--- src/design/tss_pkg.sv ---
package tss_pkg;

    localparam int SCREEN_WIDTH  = 240;
    localparam int SCREEN_HEIGHT = 240;

    localparam int COORD_W  = 11;
    localparam int ROW_W    = 10;
    localparam int COLOUR_W = 16;
    localparam int DIFF_W   = COORD_W + 1;
    localparam int PROD_W   = 2 * DIFF_W;
    localparam int QUOT_W   = COORD_W;
    localparam int DIV_W    = COORD_W;
    localparam int MAG_W    = QUOT_W + DIV_W;
    localparam int HIT_W    = DIFF_W + 1;
    localparam int NUM_LANES  = 2;
    localparam int DIV_STAGES = QUOT_W;

    localparam logic [ROW_W:0]            ROW_LIMIT = (ROW_W + 1)'(SCREEN_HEIGHT);
    localparam logic signed [HIT_W-1:0]   X_LIMIT   = HIT_W'(SCREEN_WIDTH);
    localparam logic signed [HIT_W-1:0]   X_MAX     = HIT_W'(SCREEN_WIDTH - 1);

    typedef enum logic [1:0] {
        EDGE_AB = 2'd0,
        EDGE_BC = 2'd1,
        EDGE_CA = 2'd2
    } edge_t;

    typedef logic signed [COORD_W-1:0] coord_t;
    typedef logic signed [DIFF_W-1:0]  diff_t;
    typedef logic signed [HIT_W-1:0]   hit_t;

    typedef struct packed {
        logic [ROW_W-1:0]    row;
        logic [COLOUR_W-1:0] colour;
        logic                ok;
    } hdr_t;

    typedef struct packed {
        coord_t x0;
        diff_t  rdy;
        diff_t  dx;
        diff_t  dy;
    } prep_lane_t;

    typedef struct packed {
        coord_t                   x0;
        logic signed [PROD_W-1:0] num;
        diff_t                    dy;
    } mul_lane_t;

    typedef struct packed {
        coord_t            x0;
        logic              neg;
        logic [DIV_W-1:0]  dsr;
        logic [DIV_W-1:0]  rem;
        logic [QUOT_W-1:0] quo;
    } div_lane_t;

    typedef struct packed {
        hdr_t                        hdr;
        prep_lane_t [NUM_LANES-1:0]  lane;
    } prep_item_t;

    typedef struct packed {
        hdr_t                       hdr;
        mul_lane_t [NUM_LANES-1:0]  lane;
    } mul_item_t;

    typedef struct packed {
        hdr_t                       hdr;
        div_lane_t [NUM_LANES-1:0]  lane;
    } div_item_t;

    typedef struct packed {
        hdr_t                  hdr;
        hit_t [NUM_LANES-1:0]  hit;
    } hit_item_t;

endpackage

--- src/design/triangle_scanline_span.sv ---
// Rasterizes one screen row of a filled triangle per word: each accepted word
// gives exactly one result word, in order, with the clipped span of that row or
// a cleared span marked not valid. The block takes a new word every cycle while
// the result side is not stalling and holds no state between words. The word
// passes through edge selection, multiplication and sign handling, the pipelined
// restoring divider (one quotient bit per stage for the two intercepts), and
// then the intercept add and the ordering and clipping, each step registered.
// Back-pressure on the result side stalls the pipeline stage by stage, so empty
// stages still fill while the output waits.
module triangle_scanline_span
    import tss_pkg::*;
(
    input  logic                aclk,
    input  logic                aresetn,
    input  logic                s_valid,
    output logic                s_ready,
    input  coord_t              s_ax_pos,
    input  coord_t              s_ay_pos,
    input  coord_t              s_bx_pos,
    input  coord_t              s_by_pos,
    input  coord_t              s_cx_pos,
    input  coord_t              s_cy_pos,
    input  logic [ROW_W-1:0]    s_scan_row,
    input  logic [COLOUR_W-1:0] s_fill_colour,
    output logic                m_valid,
    input  logic                m_ready,
    output logic                m_span_valid,
    output logic [ROW_W-1:0]    m_span_row,
    output logic [ROW_W-1:0]    m_span_first,
    output logic [ROW_W-1:0]    m_span_final,
    output logic [COLOUR_W-1:0] m_span_colour
);

    logic      div_valid [0:DIV_STAGES];
    logic      div_ready [0:DIV_STAGES];
    div_item_t div_data  [0:DIV_STAGES];

    tss_edge_prep u_prep (
        .aclk        (aclk),
        .aresetn     (aresetn),
        .in_valid    (s_valid),
        .in_ready    (s_ready),
        .ax_pos      (s_ax_pos),
        .ay_pos      (s_ay_pos),
        .bx_pos      (s_bx_pos),
        .by_pos      (s_by_pos),
        .cx_pos      (s_cx_pos),
        .cy_pos      (s_cy_pos),
        .scan_row    (s_scan_row),
        .fill_colour (s_fill_colour),
        .out_valid   (div_valid[0]),
        .out_ready   (div_ready[0]),
        .out_data    (div_data[0])
    );

    for (genvar g = 0; g < DIV_STAGES; g++) begin : g_div
        tss_div_step u_step (
            .aclk      (aclk),
            .aresetn   (aresetn),
            .in_valid  (div_valid[g]),
            .in_ready  (div_ready[g]),
            .in_data   (div_data[g]),
            .out_valid (div_valid[g+1]),
            .out_ready (div_ready[g+1]),
            .out_data  (div_data[g+1])
        );
    end

    tss_span_clip u_clip (
        .aclk        (aclk),
        .aresetn     (aresetn),
        .in_valid    (div_valid[DIV_STAGES]),
        .in_ready    (div_ready[DIV_STAGES]),
        .in_data     (div_data[DIV_STAGES]),
        .out_valid   (m_valid),
        .out_ready   (m_ready),
        .span_valid  (m_span_valid),
        .span_row    (m_span_row),
        .span_first  (m_span_first),
        .span_final  (m_span_final),
        .span_colour (m_span_colour)
    );

    assert property (@(posedge aclk) disable iff (!aresetn)
        m_valid && m_span_valid |-> m_span_first <= m_span_final)
        else $error("Span ends are out of order.");

    assert property (@(posedge aclk) disable iff (!aresetn)
        m_valid && m_span_valid |-> int'(m_span_final) < SCREEN_WIDTH)
        else $error("Span runs past the screen edge.");

    assert property (@(posedge aclk) disable iff (!aresetn)
        m_valid && m_span_valid |-> int'(m_span_row) < SCREEN_HEIGHT)
        else $error("Span reported for a row below the screen.");

    assert property (@(posedge aclk) disable iff (!aresetn)
        m_valid && !m_span_valid |->
            (m_span_first == '0) && (m_span_final == '0) && (m_span_colour == '0))
        else $error("Not-valid span carries nonzero fields.");

endmodule

--- src/design/tss_edge_prep.sv ---
module tss_edge_prep
    import tss_pkg::*;
(
    input  logic                aclk,
    input  logic                aresetn,
    input  logic                in_valid,
    output logic                in_ready,
    input  coord_t              ax_pos,
    input  coord_t              ay_pos,
    input  coord_t              bx_pos,
    input  coord_t              by_pos,
    input  coord_t              cx_pos,
    input  coord_t              cy_pos,
    input  logic [ROW_W-1:0]    scan_row,
    input  logic [COLOUR_W-1:0] fill_colour,
    output logic                out_valid,
    input  logic                out_ready,
    output div_item_t           out_data
);

    logic       pipe_valid_reg [0:2];
    logic       stage_ready    [0:2];
    prep_item_t prep_reg, prep_next;
    mul_item_t  mul_reg, mul_next;
    div_item_t  div_reg, div_next;

    coord_t vx [0:2];
    coord_t vy [0:2];
    logic   crossing [0:2];
    diff_t  row_s;
    edge_t  sel0, sel1;

    function automatic logic crosses(input coord_t y0, input coord_t y1, input diff_t row);
        diff_t s0, s1;
        s0 = DIFF_W'(y0);
        s1 = DIFF_W'(y1);
        return ((s0 <= row) && (s1 > row)) || ((s1 <= row) && (s0 > row));
    endfunction

    function automatic prep_lane_t make_lane(input coord_t x0, input coord_t y0,
                                             input coord_t x1, input coord_t y1,
                                             input diff_t row);
        prep_lane_t l;
        l.x0  = x0;
        l.rdy = row - DIFF_W'(y0);
        l.dx  = DIFF_W'(x1) - DIFF_W'(x0);
        l.dy  = DIFF_W'(y1) - DIFF_W'(y0);
        return l;
    endfunction

    function automatic prep_lane_t edge_lane(input edge_t e, input coord_t px [0:2],
                                             input coord_t py [0:2], input diff_t row);
        prep_lane_t l;
        unique case (e)
            EDGE_AB: l = make_lane(px[0], py[0], px[1], py[1], row);
            EDGE_BC: l = make_lane(px[1], py[1], px[2], py[2], row);
            EDGE_CA: l = make_lane(px[2], py[2], px[0], py[0], row);
            default: l = make_lane(px[2], py[2], px[0], py[0], row);
        endcase
        return l;
    endfunction

    assign stage_ready[2] = !pipe_valid_reg[2] || out_ready;
    assign stage_ready[1] = !pipe_valid_reg[1] || stage_ready[2];
    assign stage_ready[0] = !pipe_valid_reg[0] || stage_ready[1];
    assign in_ready       = stage_ready[0];
    assign out_valid      = pipe_valid_reg[2];
    assign out_data       = div_reg;

    always_comb begin
        vx[0] = ax_pos;
        vx[1] = bx_pos;
        vx[2] = cx_pos;
        vy[0] = ay_pos;
        vy[1] = by_pos;
        vy[2] = cy_pos;
        row_s = $signed({2'b00, scan_row});
        crossing[0] = crosses(ay_pos, by_pos, row_s);
        crossing[1] = crosses(by_pos, cy_pos, row_s);
        crossing[2] = crosses(cy_pos, ay_pos, row_s);

        priority if (crossing[0]) begin
            sel0 = EDGE_AB;
        end else if (crossing[1]) begin
            sel0 = EDGE_BC;
        end else begin
            sel0 = EDGE_CA;
        end
        sel1 = (crossing[0] && crossing[1]) ? EDGE_BC : EDGE_CA;

        prep_next.hdr.row    = scan_row;
        prep_next.hdr.colour = fill_colour;
        prep_next.hdr.ok     = ({1'b0, scan_row} < ROW_LIMIT) &&
                               ((crossing[0] && crossing[1]) ||
                                (crossing[0] && crossing[2]) ||
                                (crossing[1] && crossing[2]));
        prep_next.lane[0]    = edge_lane(sel0, vx, vy, row_s);
        prep_next.lane[1]    = edge_lane(sel1, vx, vy, row_s);
    end

    always_comb begin
        mul_next.hdr = prep_reg.hdr;
        for (int i = 0; i < NUM_LANES; i++) begin
            mul_next.lane[i].x0  = prep_reg.lane[i].x0;
            mul_next.lane[i].num = PROD_W'(prep_reg.lane[i].rdy) *
                                   PROD_W'(prep_reg.lane[i].dx);
            mul_next.lane[i].dy  = prep_reg.lane[i].dy;
        end
    end

    always_comb begin
        logic [PROD_W-1:0] num_mag;
        logic [DIFF_W-1:0] dy_mag;
        div_next.hdr = mul_reg.hdr;
        for (int i = 0; i < NUM_LANES; i++) begin
            num_mag = mul_reg.lane[i].num[PROD_W-1] ? PROD_W'(-mul_reg.lane[i].num)
                                                    : PROD_W'(mul_reg.lane[i].num);
            dy_mag  = mul_reg.lane[i].dy[DIFF_W-1] ? DIFF_W'(-mul_reg.lane[i].dy)
                                                   : DIFF_W'(mul_reg.lane[i].dy);
            div_next.lane[i].x0  = mul_reg.lane[i].x0;
            div_next.lane[i].neg = mul_reg.lane[i].num[PROD_W-1] ^
                                   mul_reg.lane[i].dy[DIFF_W-1];
            div_next.lane[i].dsr = dy_mag[DIV_W-1:0];
            div_next.lane[i].rem = num_mag[MAG_W-1:QUOT_W];
            div_next.lane[i].quo = num_mag[QUOT_W-1:0];
        end
    end

    always_ff @(posedge aclk) begin
        if (!aresetn) begin
            pipe_valid_reg[0] <= 1'b0;
            pipe_valid_reg[1] <= 1'b0;
            pipe_valid_reg[2] <= 1'b0;
        end else begin
            if (stage_ready[0]) begin
                pipe_valid_reg[0] <= in_valid;
            end
            if (stage_ready[1]) begin
                pipe_valid_reg[1] <= pipe_valid_reg[0];
            end
            if (stage_ready[2]) begin
                pipe_valid_reg[2] <= pipe_valid_reg[1];
            end
        end
    end

    always_ff @(posedge aclk) begin
        if (stage_ready[0]) begin
            prep_reg <= prep_next;
        end
        if (stage_ready[1]) begin
            mul_reg <= mul_next;
        end
        if (stage_ready[2]) begin
            div_reg <= div_next;
        end
    end

endmodule

--- src/design/tss_div_step.sv ---
module tss_div_step
    import tss_pkg::*;
(
    input  logic      aclk,
    input  logic      aresetn,
    input  logic      in_valid,
    output logic      in_ready,
    input  div_item_t in_data,
    output logic      out_valid,
    input  logic      out_ready,
    output div_item_t out_data
);

    logic      valid_reg;
    div_item_t data_reg, data_next;

    assign in_ready  = !valid_reg || out_ready;
    assign out_valid = valid_reg;
    assign out_data  = data_reg;

    always_comb begin
        logic [DIV_W:0] trial;
        logic [DIV_W:0] diff;
        logic           ge;
        data_next = in_data;
        for (int i = 0; i < NUM_LANES; i++) begin
            trial = {in_data.lane[i].rem, in_data.lane[i].quo[QUOT_W-1]};
            diff  = trial - {1'b0, in_data.lane[i].dsr};
            ge    = trial >= {1'b0, in_data.lane[i].dsr};
            data_next.lane[i].rem = ge ? diff[DIV_W-1:0] : trial[DIV_W-1:0];
            data_next.lane[i].quo = {in_data.lane[i].quo[QUOT_W-2:0], ge};
        end
    end

    always_ff @(posedge aclk) begin
        if (!aresetn) begin
            valid_reg <= 1'b0;
        end else if (in_ready) begin
            valid_reg <= in_valid;
        end
    end

    always_ff @(posedge aclk) begin
        if (in_ready) begin
            data_reg <= data_next;
        end
    end

endmodule

--- src/design/tss_span_clip.sv ---
module tss_span_clip
    import tss_pkg::*;
(
    input  logic                aclk,
    input  logic                aresetn,
    input  logic                in_valid,
    output logic                in_ready,
    input  div_item_t           in_data,
    output logic                out_valid,
    input  logic                out_ready,
    output logic                span_valid,
    output logic [ROW_W-1:0]    span_row,
    output logic [ROW_W-1:0]    span_first,
    output logic [ROW_W-1:0]    span_final,
    output logic [COLOUR_W-1:0] span_colour
);

    logic      hit_valid_reg, out_valid_reg;
    logic      hit_ready, out_stage_ready;
    hit_item_t hit_reg, hit_next;

    logic                span_valid_reg, span_valid_next;
    logic [ROW_W-1:0]    span_row_reg, span_row_next;
    logic [ROW_W-1:0]    span_first_reg, span_first_next;
    logic [ROW_W-1:0]    span_final_reg, span_final_next;
    logic [COLOUR_W-1:0] span_colour_reg, span_colour_next;

    hit_t lo, hi, lo_clip, hi_clip;

    assign out_stage_ready = !out_valid_reg || out_ready;
    assign hit_ready       = !hit_valid_reg || out_stage_ready;
    assign in_ready        = hit_ready;
    assign out_valid       = out_valid_reg;
    assign span_valid      = span_valid_reg;
    assign span_row        = span_row_reg;
    assign span_first      = span_first_reg;
    assign span_final      = span_final_reg;
    assign span_colour     = span_colour_reg;

    always_comb begin
        logic signed [DIFF_W-1:0] q;
        hit_next.hdr = in_data.hdr;
        for (int i = 0; i < NUM_LANES; i++) begin
            q = $signed({1'b0, in_data.lane[i].quo});
            if (in_data.lane[i].neg) begin
                q = -q;
            end
            hit_next.hit[i] = HIT_W'(in_data.lane[i].x0) + HIT_W'(q);
        end
    end

    always_comb begin
        lo      = (hit_reg.hit[0] < hit_reg.hit[1]) ? hit_reg.hit[0] : hit_reg.hit[1];
        hi      = (hit_reg.hit[0] < hit_reg.hit[1]) ? hit_reg.hit[1] : hit_reg.hit[0];
        lo_clip = lo[HIT_W-1] ? '0 : lo;
        hi_clip = (hi > X_MAX) ? X_MAX : hi;

        span_row_next = hit_reg.hdr.row;
        if (hit_reg.hdr.ok && !hi[HIT_W-1] && (lo < X_LIMIT)) begin
            span_valid_next  = 1'b1;
            span_first_next  = lo_clip[ROW_W-1:0];
            span_final_next  = hi_clip[ROW_W-1:0];
            span_colour_next = hit_reg.hdr.colour;
        end else begin
            span_valid_next  = 1'b0;
            span_first_next  = '0;
            span_final_next  = '0;
            span_colour_next = '0;
        end
    end

    always_ff @(posedge aclk) begin
        if (!aresetn) begin
            hit_valid_reg <= 1'b0;
            out_valid_reg <= 1'b0;
        end else begin
            if (hit_ready) begin
                hit_valid_reg <= in_valid;
            end
            if (out_stage_ready) begin
                out_valid_reg <= hit_valid_reg;
            end
        end
    end

    always_ff @(posedge aclk) begin
        if (hit_ready) begin
            hit_reg <= hit_next;
        end
        if (out_stage_ready) begin
            span_valid_reg  <= span_valid_next;
            span_row_reg    <= span_row_next;
            span_first_reg  <= span_first_next;
            span_final_reg  <= span_final_next;
            span_colour_reg <= span_colour_next;
        end
    end

endmodule

--- config.mk ---
export PLATFORM = sky130hd
export DESIGN_NAME = triangle_scanline_span
export DESIGN_NICKNAME = d
export VERILOG_FILES = /design/src/design/tss_pkg.sv /design/src/design/triangle_scanline_span.sv /design/src/design/tss_edge_prep.sv /design/src/design/tss_div_step.sv /design/src/design/tss_span_clip.sv
export SDC_FILE = /design/constraint.sdc
export NUM_CORES = 2
export LEC_CHECK = 0
export BUFFER_PORTS_ARGS = -buffer_cell sky130_fd_sc_hd__clkbuf_2
export CAP_MARGIN = 5
export CORE_ASPECT_RATIO = 1.4
export CORE_MARGIN = 2
export CORE_UTILIZATION = 45
export CTS_CLUSTER_DIAMETER = 150
export CTS_CLUSTER_SIZE = 40
export DETAILED_ROUTE_END_ITERATION = 6
export GPL_TIMING_DRIVEN = 0
export PLACE_DENSITY = 0.59
export SLEW_MARGIN = 20
export SYNTH_ARGS = -nofsm -noshare
export SYNTH_HDL_FRONTEND = slang
export SYNTH_SLANG_ARGS = --single-unit
--- constraint.sdc ---
create_clock -name aclk -period 14.1 [get_ports aclk]
set_input_delay 0 -clock aclk [delete_from_list [all_inputs] [get_ports aclk]]
set_output_delay 0 -clock aclk [all_outputs]
set_load 0.01 [all_outputs]
==> results.json <==
{
  "synth.distinct_cells": 76,
  "worstPathRequired_ps": 14550,
  "synth_warnings": 0,
  "die_y_um": 518,
  "yosysSeqAreaShare": 0.605,
  "fmaxAchievable_mhz": 155,
  "hold_path.class": "in -> reg",
  "wire_per_inst_um": 17.2,
  "timing.hold.ws_ps": 83.2,
  "yosysTopAreaCell": "edfxtp_1",
  "drc": 1,
  "min_period_over_period": 0.457,
  "finalCriticalPeriod_ps": 6440,
  "worst_slew_pin_slew_ps": 983,
  "layout-drive-gt1-share": 0.0746,
  "fin_ws_ps": 7660,
  "die_w_um": 371,
  "postPlaceCellArea_mm2": 0.0895,
  "fillCellCount": 16127,
  "cts-buffers-inserted": 48,
  "syn_area_mm2": 0.0850,
  "maxCapViolCount": 0,
  "finalInstanceArea_mm2": 0.0919,
  "fin_nets": 7385,
  "drv_slew": 0,
  "finalHoldViolations": 0,
  "antenna_found_initial": 23,
  "path_max_fanout": 10,
  "largest_reg_flops": 1243,
  "maxSlewHeadroom": 0.338,
  "drtIter0Drc": 2097,
  "cts_tree": "built",
  "cp-start-kind": "flip-flop",
  "end_kind": "flip-flop",
  "area_delta_synth_final_pct": 8.21,
  "clock_sinks": 1716,
  "ios": 145,
  "post-synth-top-count-cell": "edfxtp_1",
  "fp.coreArea_mm2": 0.187,
  "clk_latency_ps": 690,
  "synth_edf_count": 1703,
  "dr.pass1.iters": 7,
  "path_clk_slew_ps": 150,
  "grt_max_degree": 65,
  "status": "complete, but fails checks",
  "synth_area_per_cell_um2": 13.7,
  "totalWireLength_um": 155000,
  "cts_root_buffer": "clkbuf_16",
  "grt_pass1_wl_um": 250000,
  "cts_max_level": 2,
  "pre_cts_slack_ps": 7620,
  "clock_skew_ps": 32.7,
  "dieArea_mm2": 0.192,
  "grt_setup_unrepaired": "false",
  "grt_util_all_layers": 0.164,
  "synth_flop_cell": "edfxtp_1",
  "synth_commonest_cells": "1703 x edfxtp_1, 802 x inv_1, 482 x ha_1, 344 x nor2_1, 308 x nand2_1",
  "violations": "design-rule violations",
  "cp.arrival_ps": 6900,
  "fp-row-count": 188,
  "ant_nets": 0,
  "synthCells": 6179,
  "vias": 45557,
  "grt.overflow.total": 0,
  "numPortBuffers": 143,
  "routabilityCongestion": 0.926,
  "initial_core_util": 0.453,
  "yosys-top-cells-area": "edfxtp_1 60%, fa_1 7.2%, ha_1 7.1%",
  "synthArstFlopShare": 0,
  "routed_via_density": 5.05,
  "ys_seq_elements": 1716,
  "hpwl_um": 123000,
  "clockBufferDepth": 3,
  "setup_viol": 0,
  "synth_top_area_share": 0.602,
  "worstSetupPathType": "reg -> reg",
  "grt_pass1_vias": 47053
}
-- path summary, 6_finish.rpt --
path | start | to | slack, ps | cells past startpoint
min reg2reg | g_div[4].u_step.out_data[111] | g_div[5].u_step.out_data[111] | 420 | 0
max | u_prep.prep_reg[19] | u_prep.mul_reg[35] | 7660 | 18
max reg2reg | u_prep.prep_reg[19] | u_prep.mul_reg[35] | 7660 | 18
min | s_by_pos[1] | u_prep.mul_next[2] | 80 | 5
-- what timing repair did --
item | in CTS | in global routing
endpoints found under the hold margin | 78 | 0
buffers inserted | 0 | 0
gates resized for setup | 0 | 0
hold buffers | 102 | 0
-- placed cells by master (no fill, tap or decap), types with 17 or more instances in the layout --
| cell | netlist | layout |
|---|---|---|
| xnor2_1 | 300 | 300 |
| and3_1 | 30 | 30 |
| nand2b_1 | 43 | 42 |
| o21bai_1 | 22 | 22 |
| clkbuf_2 | 0 | 143 |
| edfxtp_1 | 1703 | 1703 |
| mux2i_1 | 105 | 105 |
| a21o_1 | 41 | 41 |
| ha_1 | 482 | 482 |
| o21a_1 | 36 | 36 |
| buf_2 | 25 | 25 |
| xor2_1 | 47 | 47 |
| dlygate4sd3_1 | 0 | 102 |
| o31ai_1 | 38 | 38 |
| o21ai_0 | 216 | 216 |
| nor2b_1 | 124 | 124 |
| nand2_1 | 308 | 302 |
| clkbuf_16 | 0 | 49 |
| diode_2 | 0 | 18 |
| nand4_1 | 52 | 52 |
| clkbuf_1 | 77 | 105 |
| o211ai_1 | 17 | 17 |
| a211o_1 | 18 | 18 |
| mux2_2 | 191 | 191 |
| a211oi_1 | 40 | 40 |
| or3_1 | 28 | 28 |
| nand3_1 | 99 | 96 |
| o41ai_1 | 36 | 36 |
| a21boi_0 | 18 | 18 |
| and2_1 | 127 | 127 |
| nor4_1 | 21 | 21 |
| fa_1 | 307 | 307 |
| a21oi_1 | 189 | 189 |
| nor2_1 | 344 | 344 |
| buf_16 | 0 | 20 |
| inv_1 | 802 | 796 |
| nor3_1 | 84 | 84 |
-- stage by stage --
step           cells   util  TNS (ps)
6_report        9016  0.490         0
5_1_grt         9004  0.490         0
4_1_cts         8998  0.490         0
3_5_place_dp    8818  0.477         0
3_3_place_gp    8795  0.473    -16740
2_1_floorplan   6182      -         0
-- critical path, cell delays in order, from the launching register on --
cell and delay (ps):
edfxtp_1 490, clkbuf_1 420, nand2_1 140, fa_1 530, inv_1 60, fa_1 510
fa_1 530, fa_1 540, inv_1 50, fa_1 530, inv_1 40, ha_1 370
and4_1 240, a21oi_1 130, a21boi_0 450, a21oi_1 250, a311o_1 430, a21oi_1 260
xnor2_1 250
-- area by class of cell --
cell class                      count  area (um^2)  share of cell area
Multi-Input combinational cell   3550        30200               0.328
Clock buffer                       77         1330              0.0145
Buffer                            111          455             0.00495
Tap cell                         2470         3090              0.0336
Sequential cell                  1716        51400               0.559
Inverter                          805         3050              0.0331
Clock inverter                      1         30.0            0.000327
Timing Repair Buffer              268         2350              0.0255
Antenna cell                       18         45.0            0.000490
-- routing by layer --
metal | track usage | part of all wire | vias up
met2 | 0.306 | 0.53 | 615
met4 | 0.0657 | 0.044 | 6
met5 | 0 | 0.00030 | -
met1 | 0.189 | 0.40 | 22126
li1 | - | - | 22572
met3 | 0.0172 | 0.026 | 238
-- logic make-up after synthesis --
logic type                 Yosys count  synth area share
xor gates and xnor gates           347            0.0358
other                                1         0.0000441
AOI/OAI and AO/OA                  791            0.0603
and+or+nand+nor                   1323            0.0769
adders and majority gates          789             0.143
buffers and inverters              916            0.0409
muxes                              296            0.0377
DFF                               1716             0.605
Power is left out: the tool's default activity adds up to more than one toggle a clock period on the data nets, which glitch-free logic cannot reach.
